==> config.mk <==
export PLATFORM = sky130hd
export DESIGN_NAME = selective_repeat_receiver
export DESIGN_NICKNAME = d
export VERILOG_FILES = /design/src/rtl/core/srr_pkg.sv /design/src/rtl/core/srr_front.sv /design/src/rtl/core/srr_cmd_queue.sv /design/src/rtl/core/srr_back.sv /design/src/rtl/core/selective_repeat_receiver.sv
export SDC_FILE = /design/constraint.sdc
export NUM_CORES = 1
export LEC_CHECK = 0
export BUFFER_PORTS_ARGS = -buffer_cell sky130_fd_sc_hd__buf_2
export CAP_MARGIN = 20
export CORE_MARGIN = 4
export CORE_UTILIZATION = 45
export DETAILED_ROUTE_END_ITERATION = 12
export PLACE_DENSITY = 0.68
export RECOVER_POWER = 50
export SLEW_MARGIN = 15
export SYNTH_ARGS = -nofsm -noshare
export SYNTH_HDL_FRONTEND = slang
export SYNTH_SLANG_ARGS = --single-unit
==> constraint.sdc <==
create_clock -name clk -period 24.5 [get_ports clk]
set_clock_uncertainty 0.05 [all_clocks]
set_input_delay 3.675 -clock clk [delete_from_list [all_inputs] [get_ports clk]]
set_output_delay 3.675 -clock clk [all_outputs]
set_load 0.03 [all_outputs]
==> src/rtl/core/srr_pkg.sv <==
// shared types and constants for the selective repeat receiver
`default_nettype none

package srr_pkg;

	localparam int SEQ_BITS     = 3;
	localparam int SLOT_BITS    = 2;
	localparam int SLOTS        = 4;
	localparam int PAYLOAD_BITS = 64;
	localparam int WIN_BITS     = 3;
	localparam int CNT_BITS     = 3;

	// widest usable window: smaller of slot count and half the sequence space
	localparam logic [WIN_BITS-1:0] WIN_MAX = 3'd4;
	localparam logic [WIN_BITS-1:0] WIN_MIN = 3'd1;
	localparam logic [WIN_BITS-1:0] WIN_RESET = 3'd4;

	localparam logic KIND_DELIVER = 1'b0;
	localparam logic KIND_ACK     = 1'b1;

	typedef struct packed {
		logic [SEQ_BITS-1:0]     seq_num;
		logic                    checksum_good;
		logic [PAYLOAD_BITS-1:0] payload_word;
	} srr_packet_t;

	typedef struct packed {
		logic                    result_kind;
		logic [SEQ_BITS-1:0]     ack_number;
		logic [PAYLOAD_BITS-1:0] delivered_data;
		logic                    last_of_run;
	} srr_result_t;

	// classified packet handed from front to back
	typedef struct packed {
		logic [SEQ_BITS-1:0]     seq_num;
		logic [SLOT_BITS-1:0]    slot;
		logic [PAYLOAD_BITS-1:0] payload_word;
	} srr_cmd_t;

	// handshake between command queue and back end
	typedef struct packed {
		logic valid;
		logic pop;
	} srr_cmd_hs_t;

	typedef enum logic {
		ST_IDLE,
		ST_RUN
	} srr_state_t;

endpackage

`default_nettype wire

==> src/rtl/core/srr_front.sv <==
// front end: input stage, corrupt packet filter and slot classification
`default_nettype none

module srr_front (
	input  wire logic                clk,
	input  wire logic                arst_n,
	input  wire logic                push,
	output logic                     full,
	input  wire srr_pkg::srr_packet_t packet,
	input  wire logic                q_full,
	output logic                     q_push,
	output srr_pkg::srr_cmd_t        q_cmd
);
	import srr_pkg::*;

	logic        valid_s1;
	srr_packet_t pkt_s1;
	logic        drain;
	logic        load;

	// stage leaves when it is dropped or the queue has room
	assign drain = valid_s1 && (!pkt_s1.checksum_good || !q_full);
	assign full  = valid_s1 && !drain;
	assign load  = push && !full;

	assign q_push             = valid_s1 && pkt_s1.checksum_good && !q_full;
	assign q_cmd.seq_num      = pkt_s1.seq_num;
	assign q_cmd.slot         = pkt_s1.seq_num[SLOT_BITS-1:0];
	assign q_cmd.payload_word = pkt_s1.payload_word;

	// input stage valid
	always_ff @(posedge clk or negedge arst_n) begin
		if (!arst_n) begin
			valid_s1 <= 1'b0;
		end else if (load) begin
			valid_s1 <= 1'b1;
		end else if (drain) begin
			valid_s1 <= 1'b0;
		end
	end

	// input stage payload
	always_ff @(posedge clk) begin
		if (load) begin
			pkt_s1 <= packet;
		end
	end

endmodule

`default_nettype wire

==> src/rtl/core/srr_cmd_queue.sv <==
// two-entry queue of classified packets between front and back
`default_nettype none

module srr_cmd_queue (
	input  wire logic               clk,
	input  wire logic               arst_n,
	input  wire logic               push,
	input  wire srr_pkg::srr_cmd_t  wr_cmd,
	output logic                    q_full,
	output srr_pkg::srr_cmd_hs_t    hs_out,
	input  wire logic               pop,
	output srr_pkg::srr_cmd_t       rd_cmd
);
	import srr_pkg::*;

	srr_cmd_t   mem_q [2];
	logic       wr_ptr_q;
	logic       rd_ptr_q;
	logic [1:0] cnt_q;
	logic       do_push;
	logic       do_pop;

	assign q_full       = (cnt_q == 2'd2);
	assign hs_out.valid = (cnt_q != 2'd0);
	assign hs_out.pop   = do_pop;
	assign rd_cmd       = mem_q[rd_ptr_q];
	assign do_push      = push && !q_full;
	assign do_pop       = pop && (cnt_q != 2'd0);

	// pointers and fill count
	always_ff @(posedge clk or negedge arst_n) begin
		if (!arst_n) begin
			wr_ptr_q <= 1'b0;
			rd_ptr_q <= 1'b0;
			cnt_q    <= 2'd0;
		end else begin
			if (do_push) begin
				wr_ptr_q <= !wr_ptr_q;
			end
			if (do_pop) begin
				rd_ptr_q <= !rd_ptr_q;
			end
			if (do_push && !do_pop) begin
				cnt_q <= cnt_q + 2'd1;
			end else if (do_pop && !do_push) begin
				cnt_q <= cnt_q - 2'd1;
			end
		end
	end

	// entry storage
	always_ff @(posedge clk) begin
		if (do_push) begin
			mem_q[wr_ptr_q] <= wr_cmd;
		end
	end

endmodule

`default_nettype wire

==> src/rtl/core/srr_back.sv <==
// back end: window check, slot buffer, in-order delivery and result queue
`default_nettype none

module srr_back (
	input  wire logic                       clk,
	input  wire logic                       arst_n,
	input  wire logic [srr_pkg::WIN_BITS-1:0] window_size,
	input  wire srr_pkg::srr_cmd_hs_t       cmd_hs,
	input  wire srr_pkg::srr_cmd_t          cmd,
	output logic                            cmd_pop,
	output logic                            empty,
	input  wire logic                       pop,
	output srr_pkg::srr_result_t            result
);
	import srr_pkg::*;

	srr_state_t            state_q;
	srr_state_t            state_d;
	logic [SEQ_BITS-1:0]   base_q;
	logic [SLOTS-1:0]      filled_q;
	logic [PAYLOAD_BITS-1:0] slot_q [SLOTS];
	logic [SEQ_BITS-1:0]   seq_q;
	logic                  run_q;
	logic [CNT_BITS-1:0]   n_q;

	srr_result_t           oq_q [2];
	logic                  owp_q;
	logic                  orp_q;
	logic [1:0]            ocnt_q;
	logic                  oq_full;
	logic                  oq_pop;

	logic [WIN_BITS-1:0]   eff_win;
	logic [SEQ_BITS-1:0]   offset;
	logic                  in_win;
	logic                  do_store;
	logic                  start_run;
	logic [SLOT_BITS-1:0]  base_slot;
	logic                  deliver;
	logic                  oq_push;
	srr_result_t           res_d;

	// window register clamped to its legal range
	always_comb begin
		if (window_size < WIN_MIN) begin
			eff_win = WIN_MIN;
		end else if (window_size > WIN_MAX) begin
			eff_win = WIN_MAX;
		end else begin
			eff_win = window_size;
		end
	end

	// classification against the current base
	assign offset    = cmd.seq_num - base_q;
	assign in_win    = offset < eff_win;
	assign base_slot = base_q[SLOT_BITS-1:0];
	assign deliver   = run_q && (n_q < eff_win) && filled_q[base_slot];
	assign oq_full   = (ocnt_q == 2'd2);

	// next state
	always_comb begin
		state_d = state_q;
		case (state_q)
			ST_IDLE: begin
				if (cmd_hs.valid) begin
					state_d = ST_RUN;
				end
			end
			ST_RUN: begin
				if (!oq_full && !deliver) begin
					state_d = ST_IDLE;
				end
			end
			default: state_d = ST_IDLE;
		endcase
	end

	// outputs of the sequencer
	always_comb begin
		cmd_pop   = 1'b0;
		do_store  = 1'b0;
		start_run = 1'b0;
		oq_push   = 1'b0;
		res_d     = '0;
		case (state_q)
			ST_IDLE: begin
				if (cmd_hs.valid) begin
					cmd_pop   = 1'b1;
					do_store  = in_win && !filled_q[cmd.slot];
					start_run = in_win && (cmd.seq_num == base_q);
				end
			end
			ST_RUN: begin
				oq_push = !oq_full;
				if (deliver) begin
					res_d.result_kind    = KIND_DELIVER;
					res_d.delivered_data = slot_q[base_slot];
				end else begin
					res_d.result_kind = KIND_ACK;
					res_d.ack_number  = seq_q;
					res_d.last_of_run = 1'b1;
				end
			end
			default: begin
				cmd_pop = 1'b0;
			end
		endcase
	end

	// sequencer, base and slot occupancy
	always_ff @(posedge clk or negedge arst_n) begin
		if (!arst_n) begin
			state_q  <= ST_IDLE;
			base_q   <= '0;
			filled_q <= '0;
			run_q    <= 1'b0;
			n_q      <= '0;
		end else begin
			state_q <= state_d;
			if (cmd_hs.pop) begin
				run_q <= start_run;
				n_q   <= '0;
			end
			if (do_store) begin
				filled_q[cmd.slot] <= 1'b1;
			end
			if (oq_push && deliver) begin
				filled_q[base_slot] <= 1'b0;
				base_q              <= base_q + 1'b1;
				n_q                 <= n_q + 1'b1;
			end
		end
	end

	// slot payloads and latched sequence number
	always_ff @(posedge clk) begin
		if (do_store) begin
			slot_q[cmd.slot] <= cmd.payload_word;
		end
		if (cmd_pop) begin
			seq_q <= cmd.seq_num;
		end
	end

	// result queue control
	assign oq_pop = pop && (ocnt_q != 2'd0);
	assign empty  = (ocnt_q == 2'd0);
	assign result = oq_q[orp_q];

	always_ff @(posedge clk or negedge arst_n) begin
		if (!arst_n) begin
			owp_q  <= 1'b0;
			orp_q  <= 1'b0;
			ocnt_q <= 2'd0;
		end else begin
			if (oq_push) begin
				owp_q <= !owp_q;
			end
			if (oq_pop) begin
				orp_q <= !orp_q;
			end
			if (oq_push && !oq_pop) begin
				ocnt_q <= ocnt_q + 2'd1;
			end else if (oq_pop && !oq_push) begin
				ocnt_q <= ocnt_q - 2'd1;
			end
		end
	end

	// result queue storage
	always_ff @(posedge clk) begin
		if (oq_push) begin
			oq_q[owp_q] <= res_d;
		end
	end

endmodule

`default_nettype wire

==> src/rtl/core/selective_repeat_receiver.sv <==
// top level of the selective repeat receiver
// Usage:
//   Packets enter through a queue-style port: an item is taken at a clock edge
//   with push high and full low. Corrupt packets are dropped without result.
//   Results leave through a queue-style port: while empty is low the oldest
//   result is on result, and pop takes it. Each good packet gives zero to four
//   in-order deliveries followed by one ack with last_of_run set.
//   The window register is written on the cfg channel (cfg_ready is always
//   high); write it only while no packet is in flight.
//   The first result of a packet passes the input stage, the command queue
//   and the back end's classify step before it reaches the result queue.
//   The back end takes no new packet until it has written that packet's ack;
//   that sequencer sets the sustained rate. A two-entry command queue and a
//   two-entry result queue let input and output stall independently.
//   When the result side stalls, the result queue fills, the back end waits,
//   then the command queue and the input stage fill and full rises.
//   Reset clears the base, all slot flags and both queues; the window
//   returns to four.
`default_nettype none

module selective_repeat_receiver (
	input  wire logic                        clk,
	input  wire logic                        arst_n,
	input  wire logic                        push,
	output logic                             full,
	input  wire srr_pkg::srr_packet_t        packet,
	output logic                             empty,
	input  wire logic                        pop,
	output srr_pkg::srr_result_t             result,
	input  wire logic                        cfg_valid,
	output logic                             cfg_ready,
	input  wire logic [srr_pkg::WIN_BITS-1:0] cfg_data
);
	import srr_pkg::*;

	logic [WIN_BITS-1:0] window_q;
	logic                q_full;
	logic                q_push;
	srr_cmd_t            q_wr_cmd;
	srr_cmd_t            q_rd_cmd;
	srr_cmd_hs_t         cmd_hs;
	logic                cmd_pop;

	assign cfg_ready = 1'b1;

	// window size register
	always_ff @(posedge clk or negedge arst_n) begin
		if (!arst_n) begin
			window_q <= WIN_RESET;
		end else if (cfg_valid && cfg_ready) begin
			window_q <= cfg_data;
		end
	end

	srr_front u_front (
		.clk    (clk),
		.arst_n (arst_n),
		.push   (push),
		.full   (full),
		.packet (packet),
		.q_full (q_full),
		.q_push (q_push),
		.q_cmd  (q_wr_cmd)
	);

	srr_cmd_queue u_cmd_queue (
		.clk    (clk),
		.arst_n (arst_n),
		.push   (q_push),
		.wr_cmd (q_wr_cmd),
		.q_full (q_full),
		.hs_out (cmd_hs),
		.pop    (cmd_pop),
		.rd_cmd (q_rd_cmd)
	);

	srr_back u_back (
		.clk         (clk),
		.arst_n      (arst_n),
		.window_size (window_q),
		.cmd_hs      (cmd_hs),
		.cmd         (q_rd_cmd),
		.cmd_pop     (cmd_pop),
		.empty       (empty),
		.pop         (pop),
		.result      (result)
	);

endmodule

`default_nettype wire

==> summary.txt, run 1 <==
outcome: complete, but fails checks
failing checks: capacitance limit, slew limit
number of global-route vias before repair: 10,820
reg2reg path depth: 3
Diodes inserted: 0
Leakage: 9.195 nW
total setup buffers inserted after CTS: 0
WL met1: 17,020 um
total power: 3.239 mW
area of the multi-input gates: 0.004086 mm^2
FMAX: 151.8 MHz
top cell type by total area after synthesis: edfxtp_1
first-pass iteration count of the detailed router: 5
total number of vias: 10,000
Die Height: 233.4 um
Overflow after GRT: 0
Starting Density: 45.58%
register area share after synthesis: 81.02%
Synth Instances: 1,036
largest net degree at the start of global routing: 70
Placement Cell Area: 0.02435 mm^2
Peak VDD IR: 0.06391 mV
Area contributors post-synth: edfxtp_1 (78%), mux2_2 (6.6%), mux4_2 (6.4%)
Via-to-Cell Ratio: 5.154
Worst Path Required: 24,580 ps
Fillers: 3,842
Area growth syn-to-layout: 16.22%
Hold Crit Depth: 0
Ys Warns: 0
CP arrival: 6670 ps
hpwl dp: 21,800 um
met2 routed WL: 22,230 um
CP Capture Type: flop
Routed WL per cell: 21.61 um
Global Route Usage Sum: 15.85%
placer congestion estimate: 0.7750
CTS tree: built
maximum capacitance violations: 6
CP Launch Type: flop
Netlist Area Pre-Place: 0.02287 mm^2
PwrDens: 121.8 mW/mm^2
Post-CTS Hold Fix Bufs: 0
cells resized by post-CTS repair: 0
r2r setup slk: 17,910 ps
Post-synth EDFFs: 597
final core area utilization: 52.98%
Final period util: 26.90%
H-tree depth: 3
Reg clk slew, reported paths: 60 ps
First DRT Iteration DRCs: 607
reg-to-reg critical path endpoint: u_back.oq_q[1][47]
Die ar.: 0.05449 mm^2
final WL: 41,940 um
Distinct cells, synth: 39
Critical R2R Launch: u_back.state_q
Routed Antenna Nets: 0
share of cells above drive strength 1: 31.91%
worst skew pair latency: 580 ps
critical-path maximum fanout: 68
Core ar.: 0.05017 mm^2
clk sinks: 621
number of top-level pins: 148
worst hold margin: 391.0 ps
CTS root buffer: clkbuf_16
Final #Nets: 1,306
final worst path period need: 6590 ps
min-delay src: u_front.q_cmd[34]
Post-Synthesis Net Count: 1,124
Fin. Hold Viols: 0
uppermost layer routed: met4
first-pass GRT wire length: 64,230 um
Slew Limit Fails: 311
final instance area: 0.02658 mm^2
flops & latches, synth: 621
syn_area_per_cell: 22.07 um^2
endpoints failing setup: 0
clk buf depth: 3
crit path launch: u_back.state_q
Seq. cell area: 0.01854 mm^2
placement row count: 82
Main synth FF type: edfxtp_1
Max-slew headroom: -202.0%
top cells by count, synth: edfxtp_1 (597), mux2_2 (135), and3_1 (65), mux4_2 (65), dfrtp_1 (23)
DRC: 0
most common cell in the netlist: edfxtp_1
Hold Path Class: reg2reg
Die Span X: 233.4 um
met3 routed WL: 1770 um
ys async rst share: 3.865%
antenna violations before repair: 0
Port Buffer Count: 146
TritonCTS Buffers: 66
setup TNS: 0 ps
Least-Margin Pin Slew: 4529 ps
Yosys top cell area share: 78.39%
worst setup path end: u_back.oq_q[1][47]
crit path kind: reg2reg
RSZ-0062 raised after global routing: no
## layout by cell type (no fill, tap or decap), drive strengths merged, types with 5 or more instances in the layout
cell and n:
clkbuf 88, edfxtp 597, and3 65, mux2 135, mux4 65, nor2 6
bufinv 7, inv 13, dfrtp 23, and2 5, nand2 12, clkinv 25
nor3 5, buf 157, o21ai 5, ha 11, xor2 6, xnor2 8
## state kept, by name, indices dropped and copies added (netlist names), 3 cells and up
| signal | cells |
|---|---|
| u_back.base_q | 3 |
| u_back.oq_q | 136 |
| u_back.n_q | 3 |
| u_back.seq_q | 3 |
| u_front.q_cmd | 67 |
| u_cmd_queue.mem_q | 134 |
| window_q | 3 |
| u_back.filled_q | 4 |
| u_back.slot_q | 256 |
## worst max-delay path, stage by stage, from the launching register on
cell      delay (ps)
dfrtp_2          370
clkbuf_1        2260
and3_1          1320
clkbuf_1        2060
## stage by stage
stage               std cells  setup slack [ps]
floorplan                1036             15290
global placement         1817             19030
detailed placement       1817             18970
CTS                      1936             18320
global route             1941             17060
finish                   1941             17910
## power by group
part / internal (mW) / leakage (nW) / total, mW / switching (mW)
combinational: 0.282 / 2.31 / 0.750 / 0.469
clock: 0.602 / 1.09 / 0.989 / 0.387
sequential: 1.41 / 5.80 / 1.50 / 0.0864
total: 2.30 / 9.19 / 3.24 / 0.942
## area by class of cell
cell class / count / share of cell area (%)
clock buffer: 82 / 6.835
tap: 672 / 3.163
clock inverter: 37 / 1.398
multi-input combinational: 357 / 15.37
inverter: 9 / 0.1271
timing repair buffer: 163 / 3.342
sequential: 621 / 69.76
## layer usage
metal  GRT usage [%]  up-vias
met5               0        -
met4           5.886        0
met3           2.744       58
met2           27.95      209
met1           19.71     5195
li1                -     4542
## cells by family (layout without fill, tap and decap cells)
logic type / count (synthesis) / in the layout / synth area share (%)
flops: 621 / 621 / 81.02
mux: 204 / 204 / 13.22
simple gates: 109 / 109 / 2.752
buf+inv: 58 / 291 / 1.236
compound gates: 17 / 17 / 0.5252
xor+xnor: 14 / 14 / 0.5362
fa+ha+maj: 12 / 12 / 0.6893
other cells: 1 / 1 / 0.01640
## how the worst min path moves through the flow
stage,slack [ps],endpoint
floorplan,370,u_cmd_queue.mem_q[0][0]
global placement,370,u_cmd_queue.mem_q[0][4]
detailed placement,380,u_cmd_queue.mem_q[0][42]
CTS,390,u_cmd_queue.mem_q[0][62]
global route,410,u_cmd_queue.mem_q[0][42]
finish,390,u_cmd_queue.mem_q[0][34]
No activity file was read; power rests on OpenSTA's default activity.
==> run 2, diff against run 1 <==
==> constraint.sdc (replaced) <==
create_clock -name clk -period 6.66 [get_ports clk]
set_clock_uncertainty 0.05 [all_clocks]
set_input_delay 0.999 -clock clk [delete_from_list [all_inputs] [get_ports clk]]
set_output_delay 0.999 -clock clk [all_outputs]
set_load 0.03 [all_outputs]
==> run 2 against run 1 <==
  * The run still ends with capacitance limit, slew limit left
  * Via count grew 0.38%
  * Largest cell class unchanged
  * First-iteration DRC count grew 4.6%
  * Clock power grew to 3.2 times the previous value
  * Fmax grew 28%
  * Critical path type unchanged
  * Highest routed layer unchanged
==> summary.txt, run 2 (synthesis gave the netlist of run 1 again) <==
outcome: complete, but fails checks
failing checks: capacitance limit, slew limit
Overflow after GRT: 0 (unchanged)
crit-path most repeated cell: buf_4
total power: 11.49 mW (+250%)
Die ar.: 0.05449 mm^2 (unchanged)
largest net degree at the start of global routing: 70 (unchanged)
CP Launch Type: flop
antenna violations before repair: 0 (unchanged)
Largest register FFs: 256 (unchanged)
Core ar.: 0.05017 mm^2 (unchanged)
number of global-route vias before repair: 10,800 (-0.20%)
Fin. Hold Viols: 0 (unchanged)
crit path kind: reg2reg
PwrDens: 438.6 mW/mm^2 (+260%)
Top Registers: u_back.slot_q (256), u_back.oq_q (136), u_cmd_queue.mem_q (134)
final WL: 41,760 um (-0.42%)
CP Capture Type: flop
RSZ-0062 raised after global routing: no
Peak VDD IR: 0.2648 mV (+310%)
final worst path period need: 5157 ps (-1433 ps)
placer congestion estimate: 0.7603 (-1.9%)
Slowest-stage cell, CP: dfrtp_1
largest reg by FF count: u_back.slot_q
Starting Density: 45.58% (unchanged)
First DRT Iteration DRCs: 635 (+4.6%)
Max-slew headroom: -232.6% (-31 points)
placement row count: 82 (unchanged)
Slew Limit Fails: 346 (+11%)
Final period util: 77.43% (+51 points)
Global Route Usage Sum: 15.40% (-0.45 points)
most common cell after layout, fill and taps aside: edfxtp_1
H-tree depth: 2 (-1)
Reg clk slew, reported paths: 60 ps (about the same)
maximum capacitance violations: 6 (unchanged)
Routed Antenna Nets: 0 (unchanged)
cells resized by post-CTS repair: 0 (unchanged)
total number of vias: 10,040 (+0.38%)
Die Span X: 233.4 um (unchanged)
endpoints failing setup: 0 (unchanged)
CP arrival: 5390 ps (-1280 ps)
Routed WL per cell: 21.62 um (about the same)
share of cells above drive strength 1: 30.63% (-1.3 points)
FMAX: 193.9 MHz (+28%)
clk sinks: 621 (unchanged)
Area growth syn-to-layout: 14.54%
PnR worst setup slack: 1503 ps (-16,410 ps)
total setup buffers inserted after CTS: 0 (unchanged)
CP delay by family, top: flip-flops
Final #Nets: 1,299 (-0.54%)
worst skew pair latency: 610 ps (+30 ps)
hpwl dp: 24,130 um (+11%)
Via-to-Cell Ratio: 5.198 (+0.85%)
clk buf depth: 3 (unchanged)
TritonCTS Buffers: 58 (-12%)
Post-CTS Hold Fix Bufs: 0 (unchanged)
crit path buf inv count: 3 (+1)
Port Buffer Count: 146 (unchanged)
Critical Path Max Stage Delay: 1300 ps (-960 ps)
Worst Path Required: 6890 ps (-17,690 ps)
Diodes inserted: 0 (unchanged)
DRC: 0 (unchanged)
CTS root buffer: clkbuf_16
pre-CTS WS: 1807 ps (-17,170 ps)
Least-Margin Pin Slew: 4986 ps (+456.8 ps)
worst path cell trace: mux2i_1 > inv_1 > fa_1 > o21bai_1 > a21o_1 > a211o_1 > nor4_4 > buf_4 > buf_4
Leakage: 8.984 nW (-2.3%)
most frequent cells in the layout: edfxtp_1 (597), buf_2 (134), mux2_2 (70)
Hold Path Class: reg2reg
first-pass GRT wire length: 63,240 um (-1.5%)
first-pass iteration count of the detailed router: 5 (unchanged)
Die Height: 233.4 um (unchanged)
CTS tree: built
number of top-level pins: 148 (unchanged)
critical-path maximum fanout: 29 (-57%)
[run 2: cell types whose count changed in the layout (fill, tap and decap cells not counted), moves of 3 or more]
cell        delta
clkinv_2       +3
clkbuf_1       +8
buf_4          +7
buf_2         -12
inv_6          -3
clkinvlp_4     +4
bufinv_16      -5
clkbuf_16      -9
[run 2: routing by layer]
layer | share of wire, % | GRT usage [%] | up-vias | routed length [um]
met4 | 3.1 | 5.217 | 0 | 1280
met2 | 53 | 27.38 | 228 | 22070
met3 | 4.8 | 3.244 | 75 | 2014
met5 | 0 | 0 | - | 0
li1 | - | - | 4541 | -
met1 | 39 | 18.78 | 5198 | 16400
[run 2: per-stage QoR]
| step | utilization (%) | hold slack, ps | instance area (um^2) | instances | setup TNS [ps] |
|---|---|---|---|---|---|
| 2_1_floorplan | - | 371.5 | 22870 | 1036 | -653290 |
| 3_3_place_gp | 48.62 | 372.6 | 24390 | 1823 | 0 |
| 3_5_place_dp | 48.62 | 383.9 | 24390 | 1823 | 0 |
| 4_1_cts | 52.27 | 332.8 | 26220 | 1932 | 0 |
| 5_1_grt | 52.21 | 408.3 | 26190 | 1932 | 0 |
| 6_report | 52.21 | 394.0 | 26190 | 1932 | 0 |
[run 2: worst paths after layout]
| check | from | endpoint | slack (ps) | cells after the start |
|---|---|---|---|---|
| setup / recovery | u_cmd_queue.rd_ptr_q | u_back.slot_q[2][27] | 1500 | 9 |
| hold / removal | u_front.q_cmd[34] | u_cmd_queue.mem_q[1][34] | 390 | 0 |
| setup reg to reg | u_cmd_queue.rd_ptr_q | u_back.slot_q[2][27] | 1500 | 9 |
| hold reg to reg | u_front.q_cmd[34] | u_cmd_queue.mem_q[1][34] | 390 | 0 |
| max in group asynchronous | arst_n | u_back.base_q[1] | 4870 | 1 |
| min in group asynchronous | arst_n | u_back.ocnt_q[1] | 660 | 1 |
[run 2: power by group]
part / switching, mW / leakage (nW) / internal [mW]
clock: 1.37 / 0.903 / 1.77
sequential: 0.347 / 5.80 / 5.19
combinational: 1.76 / 2.28 / 1.04
total: 3.48 / 8.98 / 8.01
[run 2: cell type report]
class	instances	area [um^2]
repair buffers	164	839.6
clock buffers	72	1588
clock inverters	37	244.0
well taps	672	840.8
fillers	3895	23980
flip-flops and latches	621	18540
inverters	9	33.78
multi-input cells	357	4110
[run 2: worst register-to-register path, delay by kind of cell (launching register included)]
family                   cells  cell delay (ps)
AO/OA/AOI/OAI                3              790
adder cells (fa/ha/maj)      1              540
buffers and inverters        3              930
flip-flops                   1             1300
multiplexers                 1              620
AND/OR/NAND/NOR              1              600
==> run 3, diff against run 2 <==
==> constraint.sdc (replaced) <==
create_clock -name clk -period 5.15 [get_ports clk]
set_clock_uncertainty 0.05 [all_clocks]
set_input_delay 0.7725 -clock clk [delete_from_list [all_inputs] [get_ports clk]]
set_output_delay 0.7725 -clock clk [all_outputs]
set_load 0.03 [all_outputs]
==> run 3 against run 2 <==
  * The run still ends with capacitance limit, slew limit left
  * Register-to-register slack worse by 690 ps
  * Worst hold slack worse by 94 ps
  * Total power up 30%
  * Global-route usage down 0.15 points
  * Combinational power up 31%
  * Sequential power up 29%
  * Count of clock-buffer cells in the layout down 4
  * Die area unchanged
  * Highest routed layer unchanged
  * Design area up 0.58%
  * Wire length down 1.9%
  * Largest power group unchanged
  * Sequential cell count unchanged
==> summary.txt, run 3 (synthesis gave the netlist of run 1 again) <==
Die Span X: 233.4 um (unchanged)
PwrDens: 568.4 mW/mm^2 (+30%)
Fillers: 3,836 (-1.5%)
clk sinks: 621 (unchanged)
FMAX: 230.7 MHz (+19%)
Max-slew headroom: -126.2% (+110 points)
most frequent cells in the layout: edfxtp_1 (597), buf_2 (137), mux2_2 (74)
cells resized by post-CTS repair: 0 (unchanged)
critical-path maximum fanout: 36 (+24%)
CTS tree: built
Clk pwr share: 28.0% (+0.6 points)
Slew Limit Fails: 186 (-46%)
Area growth syn-to-layout: 15.20%
Slowest-stage cell, CP: mux2i_1
Int Power: 10.49 mW (+31%)
Leakage: 9.048 nW (+0.72%)
Sw Pwr: 4.482 mW (+29%)
Final period util: 84.18% (+6.7 points)
number of top-level pins: 148 (unchanged)
clk buf depth: 3 (unchanged)
RSZ-0062 raised after global routing: no
Global Route Usage Sum: 15.24% (-0.15 points)
CP Launch Type: flop
Routed Antenna Nets: 0 (unchanged)
Port Buffer Count: 146 (unchanged)
number of global-route vias before repair: 10,720 (-0.77%)
Starting Density: 45.58% (unchanged)
Post-CTS Hold Fix Bufs: 0 (unchanged)
r2r setup slk: 810 ps (-690 ps)
total number of vias: 9,945 (-0.97%)
placement row count: 82 (unchanged)
endpoints failing setup: 0 (unchanged)
Routed WL per cell: 21.22 um (-1.8%)
Placement Cell Area: 0.02446 mm^2 (+0.26%)
Hold Path Class: in2reg
maximum capacitance violations: 4 (-2)
Fin. Hold Viols: 0 (unchanged)
placer congestion estimate: 0.7385 (-2.9%)
Seq. cell area: 0.01854 mm^2 (about the same)
pre-CTS WS: 845.9 ps (-960.6 ps)
Reg clk slew, reported paths: 60 ps (about the same)
failing checks: capacitance limit, slew limit
total setup buffers inserted after CTS: 0 (unchanged)
Diodes inserted: 0 (unchanged)
Overflow after GRT: 0 (unchanged)
worst skew pair latency: 590 ps (-20 ps)
Net Sw Frac: 29.93% (-0.38 points)
H-tree depth: 2 (unchanged)
Peak VDD IR: 0.2885 mV (+9.0%)
Via-to-Cell Ratio: 5.150 (-0.91%)
first-pass iteration count of the detailed router: 4 (-1)
largest net degree at the start of global routing: 70 (unchanged)
CP arrival: 4510 ps (-880 ps)
sequential power share: 47.5% (-0.7 points)
Critical Path Max Stage Delay: 680 ps (-620 ps)
DRC: 0 (unchanged)
Die ar.: 0.05449 mm^2 (unchanged)
final instance area: 0.02635 mm^2 (+0.58%)
CTS root buffer: clkbuf_16
hpwl dp: 23,840 um (-1.2%)
final worst path period need: 4335 ps (-821.6 ps)
first-pass GRT wire length: 63,240 um (unchanged)
Worst Path Required: 5330 ps (-1560 ps)
TritonCTS Buffers: 58 (unchanged)
First DRT Iteration DRCs: 682 (+7.4%)
outcome: complete, but fails checks
total power: 14.97 mW (+30%)
worst path cell trace: mux2i_1 > inv_1 > fa_1 > xnor2_1 > ha_1 > a211o_1 > nor4_4 > buf_4
Least-Margin Pin Slew: 3393 ps (-1593 ps)
largest reg by FF count: u_back.slot_q
Die Height: 233.4 um (unchanged)
final WL: 40,980 um (-1.9%)
most common cell after layout, fill and taps aside: edfxtp_1
PnR worst setup slack: 814.7 ps (-688.4 ps)
antenna violations before repair: 0 (unchanged)
CP Capture Type: flop
area of the multi-input gates: 0.004133 mm^2 (+0.55%)
Largest register FFs: 256 (unchanged)
combinational fraction of design power: 24.5% (about the same)
Final #Nets: 1,298 (-0.077%)
Core ar.: 0.05017 mm^2 (unchanged)
crit path kind: reg2reg
share of cells above drive strength 1: 31.14% (+0.50 points)
Top Registers: u_back.slot_q (256), u_back.oq_q (136), u_cmd_queue.mem_q (134)
[run 3: cell types whose count changed in the layout (fill, tap and decap cells not counted), sizes merged]
| cell | previous run | this run |
|---|---|---|
| clkbuf | 87 | 78 |
| bufinv | 2 | 7 |
| buf | 149 | 153 |
| clkinvlp | 5 | 4 |
[run 3: power by group through the flow]
stage | logic [mW] | clock network (mW) | registers, mW
after floorplan | 2.86 | 0 | 6.97
after global routing | 3.98 | 4.53 | 7.20
after global placement | 3.75 | 0 | 7.19
final | 3.67 | 4.19 | 7.12
after detailed placement | 3.79 | 0 | 7.23
after CTS | 3.81 | 4.30 | 7.12
[run 3: worst paths after layout]
kind / cells after the start / endpoint / startpoint
min in group asynchronous: 1 / u_back.owp_q / arst_n
worst min register to register: 0 / u_cmd_queue.mem_q[0][44] / u_front.q_cmd[44]
worst min-delay path: 1 / u_front.q_cmd[48] / packet[48]
worst max register to register: 8 / u_back.slot_q[1][21] / u_cmd_queue.rd_ptr_q
worst max-delay path: 8 / u_back.slot_q[1][21] / u_cmd_queue.rd_ptr_q
max in group asynchronous: 1 / u_back.base_q[1] / arst_n
[run 3: routing by layer]
metal | share of wire, % | vias up | GRT usage, %
met5 | 0 | - | 0
met3 | 3.7 | 69 | 2.500
met2 | 53 | 190 | 27.13
met4 | 2.2 | 0 | 4.270
li1 | - | 4527 | -
met1 | 41 | 5159 | 19.46
[run 3: area by class of cell]
type	instances	share of cell area (%)
Inverter	9	0.1282
Tap cell	672	3.191
Clock inverter	41	1.453
Timing Repair Buffer	163	3.424
Sequential cell	621	70.39
Multi-Input combinational cell	357	15.69
Clock buffer	68	5.732
[run 3: per-stage QoR]
step / hold slack [ps] / util (%) / instances / TNS (ps)
after floorplan: 371.5 / - / 1036 / -346540
after global placement: 374.7 / 48.75 / 1821 / 0
after detailed placement: 379.8 / 48.75 / 1821 / 0
after CTS: 115.4 / 52.52 / 1930 / 0
after global routing: 268.7 / 52.51 / 1931 / 0
final: 300.1 / 52.51 / 1931 / 0
[run 3: worst max-delay path: cells and delay by family, from the launching register on]
| kind | cells | cell delay [ps] |
|---|---|---|
| xor+xnor | 1 | 140 |
| mux | 1 | 680 |
| simple gates | 1 | 230 |
| fa+ha+maj | 2 | 800 |
| compound gates | 1 | 460 |
| buf+inv | 2 | 900 |
| flops | 1 | 670 |
